## config.mk

```make
export PLATFORM = sky130hd
export DESIGN_NAME = bmhq_ram
export DESIGN_NICKNAME = d
export VERILOG_FILES = /design/src/braun_min_heap_queue_core_macros.svh /design/src/bmhq_ram.sv
export SDC_FILE = /design/constraint.sdc
export NUM_CORES = 1
export LEC_CHECK = 0
export BUFFER_PORTS_ARGS = -buffer_cell sky130_fd_sc_hd__buf_2
export CAP_MARGIN = 30
export CELL_PAD_IN_SITES_DETAIL_PLACEMENT = 1
export CELL_PAD_IN_SITES_GLOBAL_PLACEMENT = 2
export CORE_MARGIN = 2
export CORE_UTILIZATION = 50
export CTS_CLUSTER_DIAMETER = 80
export DETAILED_ROUTE_END_ITERATION = 12
export PLACE_DENSITY_LB_ADDON = 0.1
export SLEW_MARGIN = 30
export SYNTH_ARGS = -nofsm -noshare
export SYNTH_HDL_FRONTEND = slang
export SYNTH_SLANG_ARGS = --single-unit
```

## constraint.sdc

```tcl
create_clock -name clk -period 4.6 [get_ports clk]
set_clock_uncertainty 0.15 [all_clocks]
set_input_delay 0.92 -clock clk [delete_from_list [all_inputs] [get_ports clk]]
set_output_delay 0.92 -clock clk [all_outputs]
set_load 0.005 [all_outputs]
```

## src/braun_min_heap_queue_core_macros.svh

```systemverilog
// Assertion helpers for the heap queue core.
`ifndef BRAUN_MIN_HEAP_QUEUE_CORE_MACROS_SVH
`define BRAUN_MIN_HEAP_QUEUE_CORE_MACROS_SVH

// Same-cycle implication, checked outside reset.
`define BMHQ_ASSERT_IMP(lbl, ante, cons, msg) \
  lbl: assert property (@(posedge clk) disable iff (rst) (ante) |-> (cons)) else $error(msg);

// Next-cycle implication, checked outside reset.
`define BMHQ_ASSERT_NXT(lbl, ante, cons, msg) \
  lbl: assert property (@(posedge clk) disable iff (rst) (ante) |=> (cons)) else $error(msg);

`endif

```

## src/bmhq_ram.sv

```systemverilog
module bmhq_ram #(
  parameter int WIDTH = 8,
  parameter int DEPTH = 64
) (
  input  logic                     clk,
  input  logic                     we,
  input  logic [$clog2(DEPTH)-1:0] waddr,
  input  logic [WIDTH-1:0]         wdata,
  input  logic [$clog2(DEPTH)-1:0] raddr,
  output logic [WIDTH-1:0]         rdata
);

  logic [WIDTH-1:0] mem [DEPTH];

  // Write one word, read one word registered
  always_ff @(posedge clk) begin
    if (we) begin
      mem[waddr] <= wdata;
    end
    rdata <= mem[raddr];
  end

endmodule

```

==> reports/results.ini <==
[synthesis]
yosys.area.top_type = edfxtp_1
synth_edf_count = 512
syn_avg_cell_area_um2 = 21.5
syn_nets = 962
synthFlopType = edfxtp_1
synth_seq_area_share_pct = 77.0
synth_area_leaders = edfxtp_1 76%, mux4_2 14%, nor2_1 1.5%
syn_inst = 940
synth_cell_types = 40
synth_seq_cells = 520
async_flop_share_pct = 0
yosysTopAreaCellShare_pct = 76.2
yosys_warnings = 0
syn_area_mm2 = 0.0202

[clock_network]
clock_latency_ps = 600
cts_hold_buf = 0
clock_sinks = 520
cts_setup_buffers = 0
numCtsBuffers = 52
cts.htree.levels = 2
root_buffer = clkbuf_16
clock_path_buffers = 3
cts_resized = 0
clk_pin_slew_ps = 60
cts_tree = yes

[floorplan]
dieArea_mm2 = 0.0420
die_w_um = 205
num_rows = 73
core_mm2 = 0.0397
die_y_um = 205
start_util_pct = 50.8
ios = 30

[worst_setup_path]
worstPathRequired_ps = 4910
worstPathMaxFanout = 41
setup.worst_path.start = raddr[0]
cp-end-kind = flip-flop
crit_type = in2reg
rr_startpoint = mem[15][2]$_DFFE_PP_
critPathLaunchType = input pin
r2r_slack_ps = 2390
arrival_ps = 3300

[cells_and_area]
fin_area_mm2 = 0.0226
fin_nets = 1018
layout_common_cells = 512 x edfxtp_1, 126 x mux4_2, 75 x nor2_1
final_common_cell = edfxtp_1
area_growth_pct = 12.1
diodes = 0
drive_above_1_share_pct = 27.3
final_core_util_pct = 56.9
fin_cells = 1562

[detailed_routing]
num_vias = 9677
drcViolationCount = 0
finalWirelength_um = 49400
ant_nets = 0
drtIter0Drc = 928
detail_route.first_pass.iterations = 5
wl_per_cell_um = 31.6
via_per_inst = 6.20

[worst_hold_path]
hold_class = in2reg
min-delay-start = raddr[5]

[sta]
period_minus_slack_ps = 2990
post-route-period-util_pct = 64.9
rsz0062_at_grt = no
drv_slew = 0
clock.fmax_mhz = 335
hold_slack_ps = 608
finalSetupViolCount = 0
tightest_slew_ps = 1010
hold_violations = 0
tns_ps = 0
max-slew-margin-rel_pct = 32.1
setup_ws_ps = 1610

[grt]
track_usage_pct = 24.7
antenna_found_initial = 0
grt_pass1_wl_um = 73000
grt_max_degree = 65
grt_pass1_vias = 10400
overflow = 0

[placed_design]
portBuffers = 29
hpwl_um = 30200
post-place-ws_ps = 874
placed_area_mm2 = 0.0209
gp_congestion = 0.799
dp_cells = 1467

[power]
total_power_mw = 10.0
leakage_nw = 7.03
peakVddDrop_uv = 445
power_density_mw_per_mm2 = 444

[run]
max_cap_viol_count = 0

[run_status]
status = finished, final reports clean

[power breakdown]
part	switching, mW	total [mW]	internal, mW	leakage (nW)
clock	1.79	4.28	2.49	0.827
sequential	0.0175	5.26	5.24	4.67
combinational	0.311	0.491	0.180	1.53
[kinds of logic (layout without fill, tap and decap cells)]
group                  count (synthesis)  after routing  share of synthesized area [%]
AO/OA/AOI/OAI                         54             54                           2.07
buffers and inverters                 51            148                           1.57
multiplexers                         162            162                           15.9
AND/OR/NAND/NOR                      153            153                           3.39
flip-flops                           520            520                           77.0
[metal layers]
layer / track usage (%) / routed length, µm
met1: 37.2 / 21800
met2: 38.1 / 23600
met3: 3.60 / 2920
met4: 6.88 / 1100
met5: 0 / 0
[synth_stat cells (4+ instances only)]
master	count
a211oi_1	4
a221oi_1	6
buf_1	4
buf_2	11
buf_4	13
buf_6	4
clkbuf_1	17
dfxtp_1	8
edfxtp_1	512
mux2_2	13
mux2i_1	23
mux4_2	126
nand2_1	19
nand2b_1	7
nand3_1	13
nor2_1	83
nor2b_1	14
nor3_1	7
o221ai_1	8
o22ai_1	8
[worst max-delay path: stages]
cell and delay, ps:
clkbuf_8 410, buf_4 340, mux4_2 540, mux2_2 280, o221a_2 280, nor3_1 310
o32ai_1 160
[layout make-up]
cell class / instances / area [µm²]
Sequential cell: 520 / 15500
Timing Repair Buffer: 53 / 372
Fill cell: 3348 / 17100
Clock buffer: 59 / 1350
Clock inverter: 36 / 363
Multi-Input combinational cell: 369 / 4340
Tap cell: 525 / 657
[worst paths after layout]
check,endpoint,cells past startpoint
worst max-delay path,rdata[4]$_DFF_P_,7
worst min-delay path,rdata[1]$_DFF_P_,3
worst max register to register,rdata[2]$_DFF_P_,5
worst min register to register,rdata[1]$_DFF_P_,4
[flip-flops by register name, summed over array words and instances, names as in the netlist]
| register | flops |
|---|---|
| rdata | 8 |
| mem | 512 |
Power figures use the tool's default switching activity.
