<file path="src/braun_min_heap_queue_core_macros.svh">
// Assertion helpers for the heap queue core.
`ifndef BRAUN_MIN_HEAP_QUEUE_CORE_MACROS_SVH
`define BRAUN_MIN_HEAP_QUEUE_CORE_MACROS_SVH

// Same-cycle implication, checked outside reset.
`define BMHQ_ASSERT_IMP(lbl, ante, cons, msg) \
  lbl: assert property (@(posedge clk) disable iff (rst) (ante) |-> (cons)) else $error(msg);

// Next-cycle implication, checked outside reset.
`define BMHQ_ASSERT_NXT(lbl, ante, cons, msg) \
  lbl: assert property (@(posedge clk) disable iff (rst) (ante) |=> (cons)) else $error(msg);

`endif

</file>
<file path="src/bmhq_pkg.sv">
package bmhq_pkg;

  // Default sizes
  localparam int CAPACITY_DEF   = 1024;
  localparam int INDEX_BITS_DEF = 24;
  localparam int KEY_BITS_DEF   = 32;

  // Operation codes
  localparam logic [1:0] OP_INSERT  = 2'd0;
  localparam logic [1:0] OP_REQUEUE = 2'd1;
  localparam logic [1:0] OP_EXTRACT = 2'd2;

  // Status codes
  localparam logic [1:0] ST_DONE    = 2'd0;
  localparam logic [1:0] ST_EMPTY   = 2'd1;
  localparam logic [1:0] ST_FULL    = 2'd2;
  localparam logic [1:0] ST_SKIPPED = 2'd3;

endpackage

</file>
<file path="src/bmhq_cmp.sv">
module bmhq_cmp #(
  parameter int KEY_BITS = bmhq_pkg::KEY_BITS_DEF
) (
  input  logic [KEY_BITS-1:0] a,
  input  logic [KEY_BITS-1:0] b,
  output logic                lt
);

  // Unsigned strict less-than, shared by sift up and sift down
  assign lt = (a < b);

endmodule

</file>
<file path="config.mk">
export PLATFORM = sky130hd
export DESIGN_NAME = bmhq_cmp
export DESIGN_NICKNAME = d
export VERILOG_FILES = /design/src/braun_min_heap_queue_core_macros.svh /design/src/bmhq_pkg.sv /design/src/bmhq_cmp.sv
export SDC_FILE = /design/constraint.sdc
export NUM_CORES = 1
export LEC_CHECK = 0
export BUFFER_PORTS_ARGS = -buffer_cell sky130_fd_sc_hd__buf_2
export CORE_MARGIN = 2
export CORE_UTILIZATION = 35
export DETAILED_ROUTE_END_ITERATION = 12
export MAX_ROUTING_LAYER = met4
export PLACE_DENSITY = 0.78
export SLEW_MARGIN = 40
export SYNTH_ARGS = -nofsm -noshare
export SYNTH_HDL_FRONTEND = slang
export SYNTH_SLANG_ARGS = --single-unit
export TNS_END_PERCENT = 10
</file>
<file path="constraint.sdc">
create_clock -name vclk -period 1.78
set_clock_uncertainty 0.2 [all_clocks]
set_input_delay 0.267 -clock vclk [all_inputs]
set_output_delay 0.267 -clock vclk [all_outputs]
set_load 0.02 [all_outputs]
</file>
==> summary.md <==
| Metric | Value |
|---|---|
| DRC viols | 0 |
| RSZ-0062 raised after global routing | yes |
| Placed Area | around 1300 um^2 |
| Worst setup EP type | output pin |
| Critical Path End | lt |
| Max-slew headroom | roughly 83% |
| Hold Violations, Final | 0 |
| Worst-Margin Slew | 0.2619 ns |
| Failing checks | negative setup slack |
| Total Routing Usage GR | 14.69% |
| Die width | 51.76 um |
| Syn. warnings | 0 |
| Min-delay src | a[15] |
| Total gr overflow | 0 |
| Syn avg cell area | 7.257 um^2 |
| Logic pwr share | 100.0% |
| Core Util, Final | 61.85% |
| PD cells | 213.1 nW/um^2 |
| Crit path kind | input pin to output pin |
| Crit path DAT | 1.74 ns |
| Via Count | 954 |
| Pins over their slew limit | 0 |
| Fin nets | ~280 |
| Clkbuf count | 0 |
| Die area | 2679 um^2 |
| First-pass GRT wire length | 3084 um |
| Number of distinct library cells after synthesis | 19 |
| Setup TNS | -0.4312 ns |
| Slowest-stage cell, CP | or4_4 |
| Crit path largest cell delay | 0.50 ns |
| DP Wirelength | 1915 um |
| Clock period minus worst slack | 2.211 ns |
| Diodes inserted | 0 |
| Critical Path Start | a[2] |
| Register area share after synthesis | 0% |
| Critical path, cell by cell | buf_2, ha_1, o21a_1, nor2_1, nor4b_2, or4_4, a21oi_4, buf_6 |
| Crit path launch type | input pin |
| Syn_nets | 205 |
| Vias per inst | 4.565 |
| FF+latch area | 0 um^2 |
| Synthesized cell area | between 700 and 800 um^2 |
| Largest net degree at the start of global routing | 4 |
| Post-Synthesis Cells | 110 |
| DR WL/cell | 9.828 um |
| Maximum resistive drop on vdd | 0.1109 mV |
| Max Cap Violations | 0 |
| FMAX | 0.4522 GHz |
| Power share of the clock group | 0% |
| Worst hold stages | 5 |
| Starting Density | a little over a third |
| Iter 0 DRT Violations | 1 |
| Critical path peak fanout | 1 |
| P_int | 0.0001628 W |
| Area leader, netlist | ha_1 |
| Fin area | 1355 um^2 |
| Wirelength, routed | 2054 um |
| Drt pass-1 iters | 4 |
| Initial antenna violation count | 0 |
| CP Data Required Time | about 1.3 ns |
| Routed Antenna Nets | 0 |
| Worst Hold Class | input pin to output pin |
| DIE HEIGHT | 51.76 um |
| Hold-fix buffers, CTS | 0 |
| Lkg Pwr | 0.7941 nW |
| Share of the synthesized area in the top cell type | 48.59% |
| Synth area leaders | ha_1 49%, inv_1 15%, a21oi_1 6.9% |
| Top cells by count, synth | 31 x ha_1, 31 x inv_1, 11 x a21oi_1 |
| Final Cycle Share | 124.2% |
| Core Area | 2191 um^2 |
| Final Setup Violations | 1 |
| Syn-to-layout area delta | 69.75% |
| P_sw | roughly 0.00013 W |
| Filler instances | 190 |
| IO Pins | 65 |
| I/O Buffers | between 60 and 70 |
| Status | complete, but fails checks |
| Worst setup margin | -0.4312 ns |
| Fraction of layout cells with a size suffix above 1 | 50.28% |
| Sequential share of power | 0% |
| Switch share | 43.62% |
| Placer Congestion | 0.7625 |
| Vias in the first global route | 840 |
| Site Rows | 17 |
| Sequential cell count | 0 |
## through the flow
step | power [W] | instances | hold slack, ns | setup WS, ns
3_5_place_dp | 0.0002648 | 209 | 0.8739 | -0.5689
6_report | 0.0002888 | 209 | 0.8573 | -0.4312
3_3_place_gp | 0.0002518 | 209 | 0.8848 | -0.5646
2_1_floorplan | 0.0001469 | 110 | 0.6446 | -0.3222
5_1_grt | 0.0003285 | 209 | 0.8831 | -0.4878
4_1_cts | 0.0002808 | 209 | 0.8543 | -0.4393
## critical path, delay by kind of cell
| family | cells | cell delay (ns) |
|---|---|---|
| and+or+nand+nor | 3 | 0.67 |
| buffers and inverters | 2 | 0.23 |
| AOI/OAI and AO/OA | 2 | 0.30 |
| adders and majority gates | 1 | 0.27 |
## cell type report
cell class	count	area, um^2	area share, %
well taps	28	35.03	2.585
inverters	31	116.4	8.587
repair buffers	71	389.1	28.72
multi-input cells	79	814.5	60.11
## power by group through the flow
stage	Combinational [W]	Sequential, W	Clock [W]
2_1_floorplan	0.000147	0	0
5_1_grt	0.000329	0	0
6_report	0.000289	0	0
4_1_cts	0.000281	0	0
3_5_place_dp	0.000265	0	0
3_3_place_gp	0.000252	0	0
## metal layers
metal	part of all wire (%)	track usage (%)
met5	0	-
met2	56	30.34
met3	3.5	0
met4	0	0
met1	40	16.67
## cell usage in the layout, fill, tap and decap left out
cell type / n
a21o_1: 2
o21ai_0: 2
buf_2: 62
nand2_1: 9
o2bb2ai_1: 1
inv_1: 27
o21ai_1: 2
ha_1: 23
ha_4: 8
nand2b_4: 1
nand3_1: 2
a221oi_1: 2
o21a_1: 2
buf_6: 3
a21boi_0: 1
a2111oi_4: 1
nand2_2: 1
inv_2: 4
nor4b_2: 1
a21oi_2: 1
a21oi_1: 9
or4_4: 1
a21oi_4: 1
and4_1: 2
nor3_2: 1
nor2_1: 4
buf_4: 6
nand4_1: 2
## worst min-delay path by stage
| stage | end | slack (ns) |
|---|---|---|
| final | lt | 0.86 |
| after global routing | lt | 0.88 |
| after CTS | lt | 0.85 |
| after detailed placement | lt | 0.87 |
| after global placement | lt | 0.88 |
| after floorplan | lt | 0.64 |
## what timing repair did
item / 4_1_cts / 5_1_grt
setup buffers: 0 / 0
pin swaps: 6 / 2
setup endpoints to repair: 1 / 1
gates resized for setup: 9 / 6
## kinds of logic after synthesis
logic type                 synth area share (%)
buffers and inverters                     14.58
AOI/OAI and AO/OA                         20.85
adders and majority gates                 48.59
and+or+nand+nor                           15.99
Power figures use the tool's default switching activity.
